<file path="config.mk">
export PLATFORM = sky130hd
export DESIGN_NAME = aging_priority_scheduler
export DESIGN_NICKNAME = d
export VERILOG_FILES = /design/src/rtl/asp_pkg.sv /design/src/rtl/aging_priority_scheduler.sv /design/src/rtl/asp_ctrl.sv /design/src/rtl/asp_datapath.sv
export SDC_FILE = /design/constraint.sdc
export NUM_CORES = 1
export LEC_CHECK = 0
export ABC_AREA = 1
export BUFFER_PORTS_ARGS = -buffer_cell sky130_fd_sc_hd__buf_2
export CELL_PAD_IN_SITES_DETAIL_PLACEMENT = 1
export CELL_PAD_IN_SITES_GLOBAL_PLACEMENT = 1
export CORE_MARGIN = 2
export CORE_UTILIZATION = 53
export CTS_CLUSTER_SIZE = 40
export DETAILED_ROUTE_END_ITERATION = 12
export PLACE_DENSITY_LB_ADDON = 0.1
export SLEW_MARGIN = 20
export SYNTH_ARGS = -nofsm -noshare
export SYNTH_HDL_FRONTEND = slang
export SYNTH_SLANG_ARGS = --single-unit
</file>
<file path="constraint.sdc">
create_clock -name clk -period 7.6 [get_ports clk]
set_clock_uncertainty 0.2 [all_clocks]
set_input_delay 0.38 -clock clk [delete_from_list [all_inputs] [get_ports clk]]
set_output_delay 0.38 -clock clk [all_outputs]
set_load 0.005 [all_outputs]
</file>
<file path="src/rtl/asp_pkg.sv">
package asp_pkg;

	// field widths
	localparam int ID_W    = 16;
	localparam int PRIO_W  = 4;
	localparam int COUNT_W = 5;

	localparam logic [PRIO_W-1:0] MAX_PRIORITY = 4'd10;

	// action codes
	localparam logic ACT_ENQUEUE = 1'b0;
	localparam logic ACT_DEQUEUE = 1'b1;

	// status codes
	localparam logic [1:0] STATUS_OK       = 2'd0;
	localparam logic [1:0] STATUS_EMPTY    = 2'd1;
	localparam logic [1:0] STATUS_BAD_PRIO = 2'd2;
	localparam logic [1:0] STATUS_FULL     = 2'd3;

	typedef struct packed {
		logic              action;
		logic [ID_W-1:0]   process_id;
		logic [PRIO_W-1:0] priority_req;
	} req_t;

	typedef struct packed {
		logic [ID_W-1:0]    out_process_id;
		logic [1:0]         status;
		logic [COUNT_W-1:0] queue_count;
	} rsp_t;

	// commands from controller to datapath
	typedef struct packed {
		logic load;
		logic exec;
	} ctl_cmd_t;

endpackage

</file>
<file path="src/rtl/aging_priority_scheduler.sv">
// Sorted process queue with priority aging. A request transfers at a rising
// edge with start high and busy low; busy then stays high for one cycle while
// every slot compares, ages and shifts at once, and done marks the result for
// exactly one cycle, raised by done_q after the exec state, so no new request
// is taken while busy is high. The result cannot be held off: it must be taken
// in the cycle that done is high. queue_count shows the count after the
// request, truncated to five bits for depths above 31.
module aging_priority_scheduler #(
	parameter int DEPTH = 16
) (
	input  logic            clk,
	input  logic            arst_n,
	input  logic            start,
	output logic            busy,
	input  asp_pkg::req_t   req,
	output logic            done,
	output asp_pkg::rsp_t   rsp
);

	asp_pkg::ctl_cmd_t cmd;

	asp_ctrl u_ctrl (
		.clk    (clk),
		.arst_n (arst_n),
		.start  (start),
		.busy   (busy),
		.done   (done),
		.cmd    (cmd)
	);

	asp_datapath #(
		.DEPTH (DEPTH)
	) u_datapath (
		.clk    (clk),
		.arst_n (arst_n),
		.cmd    (cmd),
		.req    (req),
		.rsp    (rsp)
	);

endmodule

</file>
<file path="src/rtl/asp_ctrl.sv">
module asp_ctrl (
	input  logic                clk,
	input  logic                arst_n,
	input  logic                start,
	output logic                busy,
	output logic                done,
	output asp_pkg::ctl_cmd_t   cmd
);

	localparam logic ST_IDLE = 1'b0;
	localparam logic ST_EXEC = 1'b1;

	logic state_q;
	logic done_q;

	assign busy     = (state_q == ST_EXEC);
	assign done     = done_q;
	assign cmd.load = (state_q == ST_IDLE) && start;
	assign cmd.exec = (state_q == ST_EXEC);

	// state sequencing and result strobe
	always_ff @(posedge clk or negedge arst_n) begin
		if (!arst_n) begin
			state_q <= ST_IDLE;
			done_q  <= 1'b0;
		end else begin
			done_q <= cmd.exec;
			case (state_q)
				ST_IDLE: begin
					if (start) state_q <= ST_EXEC;
				end
				ST_EXEC: begin
					state_q <= ST_IDLE;
				end
				default: begin
					state_q <= ST_IDLE;
				end
			endcase
		end
	end

endmodule

</file>
<file path="src/rtl/asp_datapath.sv">
module asp_datapath #(
	parameter int DEPTH = 16
) (
	input  logic                clk,
	input  logic                arst_n,
	input  asp_pkg::ctl_cmd_t   cmd,
	input  asp_pkg::req_t       req,
	output asp_pkg::rsp_t       rsp
);

	localparam int CW = $clog2(DEPTH + 1);

	asp_pkg::req_t req_q;
	asp_pkg::rsp_t rsp_q;

	logic [asp_pkg::ID_W-1:0]   ids_q   [DEPTH];
	logic [asp_pkg::PRIO_W-1:0] prios_q [DEPTH];
	logic [CW-1:0]              count_q;
	logic [CW-1:0]              count_next;

	logic [DEPTH-1:0] stop;
	logic             do_enq;
	logic             do_deq;
	logic [1:0]       status;

	assign rsp = rsp_q;

	// per-slot compare and request decode
	always_comb begin
		for (int i = 0; i < DEPTH; i++) begin
			stop[i] = (CW'(i) >= count_q) || (prios_q[i] < req_q.priority_req);
		end
		do_enq     = 1'b0;
		do_deq     = 1'b0;
		status     = asp_pkg::STATUS_OK;
		count_next = count_q;
		if (req_q.action == asp_pkg::ACT_DEQUEUE) begin
			if (count_q == '0) begin
				status = asp_pkg::STATUS_EMPTY;
			end else begin
				do_deq     = 1'b1;
				count_next = count_q - CW'(1);
			end
		end else if (req_q.priority_req > asp_pkg::MAX_PRIORITY) begin
			status = asp_pkg::STATUS_BAD_PRIO;
		end else if (count_q == CW'(DEPTH)) begin
			status = asp_pkg::STATUS_FULL;
		end else begin
			do_enq     = 1'b1;
			count_next = count_q + CW'(1);
		end
	end

	// request capture on transfer
	always_ff @(posedge clk) begin
		if (cmd.load) req_q <= req;
	end

	// entry count
	always_ff @(posedge clk or negedge arst_n) begin
		if (!arst_n) begin
			count_q <= '0;
		end else if (cmd.exec) begin
			count_q <= count_next;
		end
	end

	// slot row: shift towards the front on dequeue, insert and age on enqueue
	always_ff @(posedge clk) begin
		if (cmd.exec && do_deq) begin
			for (int i = 0; i < DEPTH - 1; i++) begin
				ids_q[i]   <= ids_q[i+1];
				prios_q[i] <= prios_q[i+1];
			end
		end else if (cmd.exec && do_enq) begin
			if (stop[0]) begin
				ids_q[0]   <= req_q.process_id;
				prios_q[0] <= req_q.priority_req;
			end
			for (int i = 1; i < DEPTH; i++) begin
				if (stop[i] && !stop[i-1]) begin
					ids_q[i]   <= req_q.process_id;
					prios_q[i] <= req_q.priority_req;
				end else if (stop[i-1] && (CW'(i - 1) < count_q)) begin
					ids_q[i]   <= ids_q[i-1];
					prios_q[i] <= prios_q[i-1] + asp_pkg::PRIO_W'(1);
				end
			end
		end
	end

	// result register
	always_ff @(posedge clk) begin
		if (cmd.exec) begin
			rsp_q.out_process_id <= do_deq ? ids_q[0] : '0;
			rsp_q.status         <= status;
			rsp_q.queue_count    <= asp_pkg::COUNT_W'(count_next);
		end
	end

endmodule

</file>
* Word-level counts from Yosys, hierarchy flattened *
Memories as Yosys holds them, arrays and structs flattened.
Cells that the tools add are included.

word-level totals
  flip-flop bits (word level) = 51
  memory bits (writable) = 320
  input port bits = 24
  output and inout bits = 25
  logic and storage cells = 419
  memories kept = 2

memories
  memory              words  bits a word  read ports  clocked after memory_dff  write ports  line                RTL
  u_datapath.ids_q    16     16           16          0                         16           asp_datapath.sv:16  logic [asp_pkg::ID_W-1:0] ids_q [DEPTH];
  u_datapath.prios_q  16     4            16          0                         16           asp_datapath.sv:17  logic [asp_pkg::PRIO_W-1:0] prios_q [DEPTH];

cells by class
  add/subtract/negate cells = 17
  magnitude comparators = 48
  equality and inequality tests = 1
  muxes and demuxes = 216
  bitwise operators = 61
  reduce and logical (&&, ||, !) cells = 65

operators with widths
  operator             number
  $mux 16              30
  $mux 1               148
  $mux 4               30
  $lt 4x4->1           16
  $add 4x1->4 const B  15
  $or 1x1->1           60
  $ge 4x5->1 const A   8
  $lt 4x5->1 const A   7
  $logic_and 1x1->1    33
  $ge 3x5->1 const A   4
  $lt 3x5->1 const A   4
  $mux 5               4
  $logic_or 1x1->1     16
  $logic_not 1->1      15
  $ge 1x5->1 const A   2
  $ge 2x5->1 const A   2
  $lt 1x5->1 const A   2
  $lt 2x5->1 const A   2
  $mux 2               3
  $add 5x1->5 const B  1
  $eq 5x5->1 const B   1
  $logic_not 5->1      1
  $sub 5x1->5 const B  1
  $gt 4x4->1 const B   1
  other kinds (2)      2

* Depth between registers and ports, before layout *
Gate-level depths: netlist (run 1).
An unclocked memory read counts as a cell.

  depth after elaboration = 11
  depth in mapped cells = 15
  depth with buffers taken out = 13

* Cells and area by module *
Synthesis (run 1) repeated with hierarchy kept, for this count alone.

unflattened totals
  cell total of the unflattened synthesis = 2,616
  area total of the unflattened synthesis = 21,942.3 sq um

modules (own cells, without submodules)
  module        times used  cells an instance  area an instance (sq um)  sequential area each (sq um)
  asp_datapath  1           2,611              21,874.7                  11,055.6
  asp_ctrl      1           5                  67.6                      50.0

* Worst setup path before layout (run 1) *
No wires, ideal clock.

  path type = register to register
  start point = register u_ctrl.state_q, in the netlist u_ctrl.busy
  end point = memory u_datapath.ids_q[0][240] (netlist name) (enable)
  library setup time = 0.425 ns
  arrival time = 3.256 ns
  data required time = 6.975 ns
  setup slack = 3.719 ns
  stages on the path, launching flop included = 8
  buffers on the path = 3
  period minus slack after synthesis = 3.881 ns
  cells stage by stage = dfrtp_1 inv_1 nor2_4 buf_6 buf_4 buf_2 nand3_1 o21ai_0

RTL lines
  element                   line                RTL
  start: declaration        asp_ctrl.sv:13      logic state_q;
  start signal: assignment  asp_ctrl.sv:24      state_q <= ST_IDLE;
  start signal: assignment  asp_ctrl.sv:30      if (start) state_q <= ST_EXEC;
  start signal: assignment  asp_ctrl.sv:33      state_q <= ST_IDLE;
  end: declaration          asp_datapath.sv:16

==> impl_metrics.json, run 1 <==
{
  "finish.instance_area_mm2": 0.0240,
  "syn_to_final_growth_pct": 8.61,
  "synthCells": 2628,
  "grt_overflow_total": 0,
  "power_density_mw_per_mm2": 321,
  "synthFlopType": "edfxtp_1",
  "post-cts-setup-buffers": 0,
  "placed_area_mm2": 0.0223,
  "combPwrFrac": 0.304,
  "ys_async_sr_fraction": 0.0189,
  "dr.first_iter.drc_count": 2199,
  "avgSynthCellArea_um2": 8.41,
  "root_buffer": "clkbuf_16",
  "period_share": 0.698,
  "synth_edf_count": 364,
  "routed_wl_um": 84000,
  "cts_buffers": 44,
  "finalWorstSetupSlack_ns": 2.29,
  "dr_total_vias": 20100,
  "wl_per_cell_um": 26.6,
  "setup_viol": 0,
  "start_util": 0.539,
  "track_usage": 0.386,
  "synth_cell_type_count": 34,
  "power.total_uw": 7700,
  "p_clk_frac": 0.278,
  "required_ns": 7.60,
  "power.internal_uw": 4710,
  "grt_antenna_before_repair": 10,
  "synth.ff_latch_count": 371,
  "fin_cells": 3161,
  "hold_start": "start",
  "synth_warnings": 0,
  "hold_violations": 0,
  "crit_path_start_kind": "flop",
  "p_leak_uw": 0.0104,
  "clk_latency_ns": 0.58,
  "status": "finished, final reports clean",
  "row_count": 74,
  "io_buffers": 48,
  "firstDrtPassIters": 5,
  "yosys.area.top_type": "edfxtp_1",
  "die_w_um": 208,
  "avgViaCountPerCell": 6.35,
  "first_global_vias": 20500,
  "max_stage_delay_ns": 1.01,
  "h-tree-depth": 2,
  "synth_nets": 2720,
  "crit_slowest_cell": "nand3_1",
  "seq_power_share": 0.419,
  "die_h_um": 208,
  "p_sw_uw": 3000,
  "finalCriticalPeriod_ns": 5.31,
  "crit_path_start": "u_datapath.req_q[3]",
  "synth_seq_area_share": 0.503,
  "gp_congestion": 0.907,
  "arrival_ns": 5.31,
  "ff2ff_path_depth": 7,
  "drc_errors": 0,
  "place_ws_ns": 2.38,
  "slew_viol_final": 0,
  "critPathMaxFanout": 23,
  "vdd_drop_max_uv": 196,
  "hold_class": "in2reg",
  "max_freq_ghz": 0.188,
  "worstPathCellList": "inv_1 -> ha_1 -> a21oi_1 -> nand2_1 -> nand2_1 -> nand3_1 -> nand3_1",
  "p_sw_frac": 0.389,
  "io_pins": 49,
  "relSlewSlack": 0.288,
  "maxCapViolCount": 0,
  "grt_pass1_wl_um": 125000,
  "path_class": "reg2reg",
  "synth_top_area_frac": 0.495,
  "cts_resized": 0,
  "ant_nets": 0,
  "core-area_mm2": 0.0410,
  "end_kind": "flop",
  "dp_cells": 3060,
  "clockBufferDepth": 3,
  "cts_num_sinks": 371,
  "dp.final_hpwl_um": 55500,
  "cts.reportedPaths.clkPinSlew_ns": 0.06,
  "finish.net_count": 2689,
  "drive_above_1_share": 0.0842,
  "grt_max_degree": 50,
  "holdPathStages": 3,
  "die-area_mm2": 0.0433,
  "syn-cell-area_mm2": 0.0221,
  "tns_ns": 0,
  "synth.top_cells.by_area": "edfxtp_1 49%, nand2_1 15%, nand3_1 10%",
  "cts_tree": "built",
  "cts_hold_buf": 23,
  "worst_pin_slew_ns": 1.07,
  "r2r_start": "u_datapath.req_q[3]",
  "rsz0062_at_grt": "no"
}
-- area by class of cell --
type	count	area (um2)
Sequential cell	371	11100
Inverter	177	666
Tap cell	532	666
Clock buffer	49	1140
Multi-Input combinational cell	1881	9300
Timing Repair Buffer	122	853
Antenna cell	3	7.51
Clock inverter	26	264
Fill cell	4892	17000
-- worst paths after layout --
kind | end | slack [ns]
max | u_datapath.ids_q[0][84] | 2.29
min | u_ctrl.busy | 0.01
max reg2reg | u_datapath.ids_q[0][84] | 2.29
min reg2reg | u_datapath.ids_q[0][234] | 0.33
max in group asynchronous | u_datapath.count_q[1] | 6.37
min in group asynchronous | u_datapath.count_q[3] | 0.57
-- per-layer routing --
layer | track usage | wire (um) | vias to the layer above
met5 | 0 | 69 | -
met4 | 0.270 | 6200 | 10
met3 | 0.0900 | 8120 | 327
met2 | 0.617 | 39200 | 955
met1 | 0.463 | 30300 | 9867
li1 | - | - | 8899
-- synthesized netlist by cell type (14+ instances only) --
library cell / number
a21oi_1: 38
buf_2: 97
buf_4: 24
clkbuf_1: 61
edfxtp_1: 364
ha_1: 68
inv_1: 167
nand2_1: 903
nand3_1: 450
nand4_1: 147
nor2_1: 49
o21ai_0: 124
o21ai_1: 18
xnor2_1: 14
xor2_1: 20
-- through the flow --
step	util	hold slack (ns)
final	0.585	0.0137
after global routing	0.585	0.0281
after CTS	0.585	0.0693
after detailed placement	0.545	0.0207
after global placement	0.545	0.0168
after floorplan	-	-0.116
-- state kept, by name, summed over array words and instances, names as in the netlist --
| signal | flops |
|---|---|
| u_datapath.count_q | 5 |
| u_datapath.ids_q | 256 |
| u_ctrl.done | 1 |
| u_datapath.rsp | 23 |
| u_datapath.prios_q | 64 |
| u_ctrl.busy | 1 |
| u_datapath.req_q | 21 |
-- power groups by stage --
| stage | logic [uW] | registers (uW) | clock network [uW] |
|---|---|---|---|
| floorplan | 1670 | 3040 | 0 |
| global placement | 2140 | 3230 | 0 |
| detailed placement | 2260 | 3240 | 0 |
| CTS | 2300 | 3200 | 2140 |
| global route | 2570 | 3240 | 2210 |
| finish | 2340 | 3220 | 2140 |
-- cell families after synthesis --
| kind of cell | after synthesis | share of synthesized area |
|---|---|---|
| AO/OA/AOI/OAI | 190 | 0.0445 |
| XOR/XNOR | 34 | 0.0135 |
| adder cells (fa/ha/maj) | 68 | 0.0385 |
| buffers and inverters | 376 | 0.0776 |
| flip-flops | 371 | 0.503 |
| AND/OR/NAND/NOR | 1589 | 0.323 |
-- cells in the final DEF (no fill, tap or decap), drive strengths merged, types with 20 or more instances in the layout --
cell type    netlist  routed
ha                68      68
nand2            920     920
nor2              65      65
dlygate4sd3        0      23
buf              138      99
xor2              20      20
a21oi             39      39
edfxtp           364     364
clkbuf            61      49
nand4            147     147
nand3            456     456
inv              177     177
o21ai            144     144
-- worst max-delay path, delay by kind of cell, from the launching register on --
family | cells | cell delay, ns
AO/OA/AOI/OAI | 1 | 0.19
buffers and inverters | 1 | 0.68
AND/OR/NAND/NOR | 4 | 2.40
flip-flops | 1 | 0.94
adder cells (fa/ha/maj) | 1 | 0.51
Note: power is estimated with default switching activity, not from simulation.
==> run 2: changes to the inputs <==
--- a/config.mk
+++ b/config.mk
@@ -10,7 +10,7 @@
 export CELL_PAD_IN_SITES_DETAIL_PLACEMENT = 1
 export CELL_PAD_IN_SITES_GLOBAL_PLACEMENT = 1
 export CORE_MARGIN = 2
-export CORE_UTILIZATION = 53
+export CORE_UTILIZATION = 44
 export CTS_CLUSTER_SIZE = 40
 export DETAILED_ROUTE_END_ITERATION = 12
 export PLACE_DENSITY_LB_ADDON = 0.1
==> constraint.sdc (replaced) <==
create_clock -name clk -period 4.8 [get_ports clk]
set_clock_uncertainty 0.2 [all_clocks]
set_input_delay 0.24 -clock clk [delete_from_list [all_inputs] [get_ports clk]]
set_output_delay 0.24 -clock clk [all_outputs]
set_load 0.005 [all_outputs]
==> impl_metrics.json, run 2 (synthesis gave the netlist of run 1 again) <==
{
  "status": "finished, final reports clean",
  "gp_congestion": 0.914,
  "firstDrtPassIters": 6,
  "worstSetupEndpoint": "u_datapath.ids_q[0][100]",
  "crit_buf_inv": 3,
  "die-area_mm2": 0.0520,
  "largest_reg_flops": 256,
  "cts_hold_buf": 24,
  "crit_path_start": "u_datapath.req_q[3]",
  "power.internal_uw": 7470,
  "r2r_slack_ns": 0.79,
  "power_density_mw_per_mm2": 499,
  "max_freq_ghz": 0.249,
  "largest_register": "u_datapath.ids_q",
  "die_w_um": 228,
  "worstPathCellList": "buf_4 -> inv_1 -> ha_1 -> a21oi_1 -> nand2_1 -> nand2_1 -> buf_4 -> nor2_1 -> nand2_2 -> nand3_1",
  "clockBufferDepth": 3,
  "combPwrFrac": 0.303,
  "multi_input_area_mm2": 0.00930,
  "first_global_vias": 20300,
  "grt_max_degree": 110,
  "cts_resized": 0,
  "root_buffer": "clkbuf_16",
  "worst_pin_slew_ns": 1.15,
  "rsz0062_at_grt": "no",
  "wl_per_cell_um": 25.1,
  "vdd_drop_max_uv": 254,
  "r2r_start": "u_datapath.req_q[3]",
  "final_util": 0.489,
  "dr.first_iter.drc_count": 1826,
  "setup_viol": 0,
  "io_pins": 49,
  "p_sw_uw": 4690,
  "p_sw_frac": 0.385,
  "io_buffers": 48,
  "period_share": 0.836,
  "hold_class": "in2reg",
  "maxCapViolCount": 0,
  "arrival_ns": 3.86,
  "grt_pass1_wl_um": 125000,
  "seq_power_share": 0.420,
  "drc_errors": 0,
  "final_common_cell": "nand2_1",
  "tns_ns": 0,
  "final_cell_mix": "903 x nand2_1, 449 x nand3_1, 364 x edfxtp_1, 167 x inv_1, 147 x nand4_1",
  "end_kind": "flop",
  "syn_to_final_growth_pct": 10.3,
  "critPathMaxFanout": 23,
  "num-fill-cells": 6005,
  "row_count": 82,
  "p_leak_uw": 0.0106,
  "ant_nets": 0,
  "cts_tree": "built",
  "relSlewSlack": 0.230,
  "cts_num_sinks": 371,
  "cp.depth": 10,
  "max_stage_delay_ns": 0.76,
  "required_ns": 4.65,
  "crit_family": "simple AND/OR/NAND/NOR gates",
  "finish.net_count": 2712,
  "timing.rr.end": "u_datapath.ids_q[0][100]",
  "post-cts-setup-buffers": 0,
  "hold_violations": 0,
  "grt_antenna_before_repair": 5,
  "path_class": "reg2reg",
  "seq_area_mm2": 0.0111,
  "routed_wl_um": 83600,
  "ff2ff_path_depth": 10,
  "clk_latency_ns": 0.60,
  "crit_slowest_cell": "nand3_1",
  "track_usage": 0.320,
  "h-tree-depth": 2,
  "dp.final_hpwl_um": 56500,
  "cts.reportedPaths.clkPinSlew_ns": 0.06,
  "start_util": 0.443,
  "drive_above_1_share": 0.0927,
  "slew_viol_final": 0,
  "p_clk_frac": 0.277,
  "dr_total_vias": 19500,
  "crit_path_start_kind": "flop",
  "cts_buffers": 45,
  "grt_overflow_total": 0,
  "core-area_mm2": 0.0499,
  "die_h_um": 228,
  "avgViaCountPerCell": 5.86,
  "finalCriticalPeriod_ns": 4.01
}
==> run 2: changes by cell type in the layout (fill, tap and decap cells not counted), sizes merged, moves of 2 or more <==
cell,change
clkbuf,+8
buf,+21
clkinv,+3
bufinv,-2
clkinvlp,-4
inv,+2
==> run 2: per-stage QoR <==
stage | setup slack, ns | instances | total power, uW | area, um2 | hold WS [ns]
global route | 0.477 | 3327 | 12800 | 24400 | 0.159
CTS | 0.774 | 3327 | 12100 | 24400 | 0.134
finish | 0.787 | 3331 | 12200 | 24400 | 0.157
global placement | 0.953 | 3221 | 8620 | 22700 | -0.109
detailed placement | 0.806 | 3221 | 8770 | 22700 | -0.109
floorplan | 0.919 | 2628 | 7450 | 22100 | -0.256
==> run 2: worst min path at each step <==
stage / endpoint / cells after the start / slack [ns] / start
6_report: u_datapath.req_q[16] / 2 / 0.16 / req[16]
2_1_floorplan: u_ctrl.busy / 0 / -0.26 / arst_n
5_1_grt: u_datapath.req_q[16] / 2 / 0.16 / req[16]
4_1_cts: u_datapath.req_q[1] / 2 / 0.13 / req[1]
3_3_place_gp: u_ctrl.done / 1 / -0.11 / arst_n
3_5_place_dp: u_ctrl.busy / 1 / -0.11 / arst_n
==> run 2: routing by layer <==
layer | up-vias | GRT usage | wire length, um
met5 | - | 0 | 37
met4 | 6 | 0.145 | 3710
met3 | 190 | 0.0594 | 6050
met2 | 637 | 0.541 | 40600
met1 | 9742 | 0.399 | 33200
li1 | 8959 | - | -
==> run 2: power groups by stage <==
stage                     sequential (uW)  combinational, uW  clock (uW)
after floorplan                      4810               2640           0
final                                5100               3690        3370
after global placement               5140               3480           0
after detailed placement             5140               3630           0
after CTS                            5080               3660        3400
after global routing                 5130               4110        3510
==> run 2: area by class of cell <==
class                      count  share of cell area
sequential                   371               0.456
multi-input combinational   1881               0.381
clock buffer                  57              0.0493
timing repair buffer         144              0.0429
tap                          672              0.0345
inverter                     177              0.0273
clock inverter                25             0.00867
antenna                        4            0.000411
